<file path="src/hw/rtl/btws_pkg.sv">
package btws_pkg;

  localparam int MAX_BINS   = 64;
  localparam int RESULT_CAP = 64;
  localparam int ADDR_W     = $clog2(MAX_BINS);
  localparam int CNT_W      = ADDR_W + 1;
  localparam int POS_W      = ((CNT_W > 7) ? CNT_W : 7) + 1;

  localparam int TIME_W  = 32;
  localparam int FLUX_W  = 24;
  localparam int COUNT_W = 16;
  localparam int NTOT_W  = 24;
  localparam int MINW_W  = 6;
  localparam int MAXW_W  = 7;
  localparam int SCORE_W = 48;
  localparam int MID_W   = 33;

  localparam int S_W   = FLUX_W + ADDR_W;
  localparam int R_W   = COUNT_W + ADDR_W;
  localparam int SUM_W = (R_W > NTOT_W) ? R_W : NTOT_W;
  localparam int SQ_W  = 2 * S_W;
  localparam int DEN_W = R_W + SUM_W;
  localparam int DCNT_W = $clog2(SQ_W + 1);

  localparam int IN_W  = TIME_W + FLUX_W + COUNT_W;
  localparam int OUT_RAW_W = SCORE_W + TIME_W + FLUX_W + MID_W;
  localparam int OUT_W = ((OUT_RAW_W + 7) / 8) * 8;

  localparam int CFG_IDX_W  = 2;
  localparam int CFG_DATA_W = 24;
  localparam logic [CFG_IDX_W-1:0] CFG_TOTAL   = 2'd0;
  localparam logic [CFG_IDX_W-1:0] CFG_MIN_WID = 2'd1;
  localparam logic [CFG_IDX_W-1:0] CFG_MAX_WID = 2'd2;

  typedef struct packed {
    logic [NTOT_W-1:0] total_samples;
    logic [MINW_W-1:0] min_width;
    logic [MAXW_W-1:0] max_width;
  } cfg_t;

  typedef struct packed {
    logic               en;
    logic [ADDR_W-1:0]  addr;
    logic [TIME_W-1:0]  tm;
    logic [FLUX_W-1:0]  flux;
    logic [COUNT_W-1:0] count;
  } wr_t;

  typedef struct packed {
    logic             valid;
    logic [CNT_W-1:0] cnt;
  } job_t;

endpackage

</file>
<file path="src/hw/rtl/btws_front.sv">
module btws_front
  import btws_pkg::*;
(
  input  logic               clk,
  input  logic               rst,
  input  logic               in_valid,
  output logic               in_ready,
  input  logic [IN_W-1:0]    in_data,
  input  logic               in_last,
  input  logic               back_busy,
  input  logic               job_pop,
  output job_t               job,
  output wr_t                wr
);

  logic [CNT_W-1:0] loaded;
  logic             take;
  logic             has_room;

  assign in_ready = !job.valid && !back_busy;
  assign take     = in_valid && in_ready;
  assign has_room = loaded < CNT_W'(MAX_BINS);

  assign wr.en    = take && has_room;
  assign wr.addr  = loaded[ADDR_W-1:0];
  assign wr.tm    = in_data[TIME_W-1:0];
  assign wr.flux  = in_data[TIME_W+FLUX_W-1:TIME_W];
  assign wr.count = in_data[IN_W-1:TIME_W+FLUX_W];

  // one-entry job queue toward the search engine
  always_ff @(posedge clk) begin
    if (rst) begin
      loaded    <= '0;
      job.valid <= 1'b0;
      job.cnt   <= '0;
    end else begin
      if (job_pop) job.valid <= 1'b0;
      if (take) begin
        if (in_last) begin
          job.valid <= 1'b1;
          job.cnt   <= has_room ? loaded + 1'b1 : loaded;
          loaded    <= '0;
        end else if (has_room) begin
          loaded <= loaded + 1'b1;
        end
      end
    end
  end

endmodule

</file>
<file path="config.mk">
export PLATFORM = sky130hd
export DESIGN_NAME = btws_front
export DESIGN_NICKNAME = d
export VERILOG_FILES = /design/src/hw/rtl/btws_pkg.sv /design/src/hw/rtl/btws_front.sv
export SDC_FILE = /design/constraint.sdc
export NUM_CORES = 1
export LEC_CHECK = 0
export ABC_CLOCK_PERIOD_IN_PS = 1860
export BUFFER_PORTS_ARGS = -buffer_cell sky130_fd_sc_hd__buf_4
export CORE_UTILIZATION = 32
export DETAILED_ROUTE_END_ITERATION = 12
export PLACE_DENSITY_LB_ADDON = 0.12
export SYNTH_ARGS = -nofsm -noshare
export SYNTH_HDL_FRONTEND = slang
export SYNTH_SLANG_ARGS = --single-unit
</file>
<file path="constraint.sdc">
create_clock -name clk -period 1.86 [get_ports clk]
set_input_delay 0.093 -clock clk [delete_from_list [all_inputs] [get_ports clk]]
set_output_delay 0.093 -clock clk [all_outputs]
set_load 0.01 [all_outputs]
</file>
==> flow_summary_export.csv <==
group,metric,value,unit
finish,seq_area,300,um^2
worst_setup_path,worstPathMaxFanout,6,
routing,drt_first_pass_iters,4,
timing,final-hold-violation-count,0,
routing,ant_nets,0,
power,leakagePower,0.354,nW
worst_setup_path,cpMaxStageDelayCell,"dfxtp_1",
routing,routed_via_density,4.73,
die,io_pins,166,
timing,setup_tns,0,ns
routing,via_count,723,
finish,syn2layout_area_growth,-25.1,%
finish,multiInputGateArea,363,um^2
timing,max_slew_margin,70.7,%
finish,fill_cells,437,
power,finalPower,0.676,mW
finish,mostFrequentLayoutCells,"buf_4, nor2_1, dfxtp_1, nand2_1, a211oi_1",
synthesis,synth_nets,238,
run,drv_cap,0,
worst_setup_path,start_kind,"flop",
grt,overflow,0,
routing,drt_iter0_drc,32,
timing,max_freq,634,MHz
worst_setup_path,crit_family,"simple AND/OR/NAND/NOR gates",
status,status,"completed",
grt,grt_use_total,12.8,%
power,p_int,0.519,mW
clocking,htreeDepth,1,
clocking,ctsHoldBuffers,0,
die,fp.dieH,65.0,um
worst_setup_path,crit_buf_inv,0,
clocking,clkSinkCount,15,
die,initial_core_util,34.0,%
clocking,clk_pin_slew,0.06,ns
clocking,root_buffer,"clkbuf_8",
die,rows,22,
worst_setup_path,crit_chain,"nand2_1, or3_1, or4_1, a31oi_1",
worst_setup_path,crit_path_end_kind,"flop",
die,die_width,65.0,um
placement,dp_hpwl,2340,um
timing,finalMaxSlewViolations,0,
timing,fin_crit_sh,84.8,%
grt,grt_max_degree,16,
clocking,cts_tree,"built",
finish,final_common_cell,"buf_4",
timing,skew,0.000975,ns
min_path,hp-class,"in -> reg",
grt,antenna_found_initial,0,
synthesis,ys_ff_latch,15,
clocking,worstSkewPairLatency,0.24,ns
synthesis,yosysWarnings,0,
die,coreArea,0.00374,mm^2
routing,drc,0,
synthesis,synth-seq-area-share,23.6,%
worst_setup_path,critPathKind,"reg -> reg",
timing,fin_crit,1.58,ns
synthesis,syn_area,0.00127,mm^2
clocking,cts.path.max_buffers,2,
routing,wl_per_cell,18.4,um
power,pwr-share-seq,50.0,%
finish,drive_gt1_share,25.7,%
die,die_area,0.00423,mm^2
grt,grt_pass1_wl,4070,um
finish,fin_nets,185,
timing,worstMarginPinSlew,0.439,ns
power,p_comb_share,11.0,%
worst_setup_path,slowest_delay,0.46,ns
placement,place.gp.congestion,0.789,
timing,final-setup-viol-count,0,
power,pwr-share-clk,39.0,%
timing,rsz0062_at_grt,"false",
finish,insertedDiodeCount,0,
worst_setup_path,crit_required,2.03,ns
power,p_sw,0.157,mW
synthesis,synthCells,159,
clocking,post_cts_resized,0,
synthesis,avgSynthCellArea,8.00,um^2
synthesis,synth_cell_type_count,28,
worst_setup_path,cp.arrival,1.75,ns
grt,grt_pass1_vias,727,
power,switching_share,23.3,%
power,max-vdd-ir-drop,0.000204,V
power,p_per_area,710,mW/mm^2
routing,wl,2820,um
clocking,cts_buffers,3,
placement,port_buffers,21,
clocking,postCtsSetupBuffers,0,
-- power by group through the flow --
stage	Combinational, mW	Sequential [mW]	Clock (mW)
after CTS	0.0762	0.338	0.271
after detailed placement	0.0759	0.345	0
after global placement	0.0768	0.345	0
after floorplan	0.193	0.348	0
after global routing	0.0847	0.339	0.286
final	0.0744	0.338	0.264
-- stage by stage --
| step | hold slack, ns | setup slack, ns | utilization (%) | instances | area (um^2) |
|---|---|---|---|---|---|
| final | 0.119 | 0.284 | 25.4 | 153 | 952 |
| after global routing | 0.126 | 0.179 | 25.4 | 153 | 952 |
| after CTS | 0.120 | 0.279 | 25.4 | 153 | 952 |
| after detailed placement | 0.186 | 0.278 | 24.2 | 149 | 907 |
| after global placement | 0.186 | 0.346 | 24.2 | 149 | 907 |
| after floorplan | 0.166 | 0.345 | - | 159 | 1270 |
-- sequential cells by signal, indices dropped and copies added (netlist names) --
signal and flops:
job 8, loaded 7
-- cells by family after synthesis --
group | after synthesis | synth area share [%]
buf+inv | 83 | 47.8
simple gates | 38 | 14.9
compound gates | 15 | 7.68
flops | 15 | 23.6
xor+xnor | 5 | 3.45
mux | 2 | 1.57
fa+ha+maj | 1 | 0.984
-- cell usage after synthesis, drive strengths merged --
| master | number | area share [%] |
|---|---|---|
| or3 | 2 | 0.98 |
| nand2 | 8 | 2.4 |
| inv | 1 | 0.29 |
| nand2b | 1 | 0.49 |
| ha | 1 | 0.98 |
| o21ai | 2 | 0.79 |
| xnor2 | 3 | 2.1 |
| a211oi | 5 | 3.0 |
| clkbuf | 1 | 0.29 |
| nor3 | 2 | 0.79 |
| a22oi | 2 | 1.2 |
| nand3b | 2 | 1.2 |
| nand4b | 2 | 1.4 |
| a21oi | 4 | 1.6 |
| nor3b | 1 | 0.59 |
| xor2 | 2 | 1.4 |
| mux2i | 2 | 1.6 |
| or4 | 1 | 0.59 |
| dfxtp | 15 | 24 |
| a31oi | 1 | 0.49 |
| nor2b | 1 | 0.49 |
| or3b | 1 | 0.69 |
| a2111oi | 1 | 0.69 |
| buf | 81 | 47 |
| and2 | 1 | 0.49 |
| nand3 | 1 | 0.39 |
| nor2 | 15 | 4.4 |
-- per-layer routing --
layer / vias to the layer above / GRT usage (%) / share of wire (%)
met5: - / 0 / 0
met2: 72 / 24.6 / 53
met3: 6 / 7.57 / 17
met1: 314 / 11.4 / 30
met4: 0 / 2.17 / 0.67
li1: 331 / - / -
-- worst paths after layout --
kind	start	end	slack, ns	depth (start not counted)
min	job_pop	job[7]	0.12	3
max	loaded[0]	loaded[5]	0.28	4
min reg2reg	job[0]	job[0]	0.45	2
max reg2reg	loaded[0]	loaded[5]	0.28	4
-- worst reg2reg max path, cell delays in order (launching register included) --
cell and delay (ns):
dfxtp_1 0.46, nand2_1 0.08, or3_1 0.40, or4_1 0.41, a31oi_1 0.16
-- area by class of cell --
type | instances | share of cell area (%)
tap | 48 | 6.31
inverter | 1 | 0.394
clock buffer | 4 | 4.73
timing repair buffer | 24 | 18.9
sequential | 15 | 31.5
multi-input combinational | 61 | 38.1
Power figures use the tool's default switching activity.
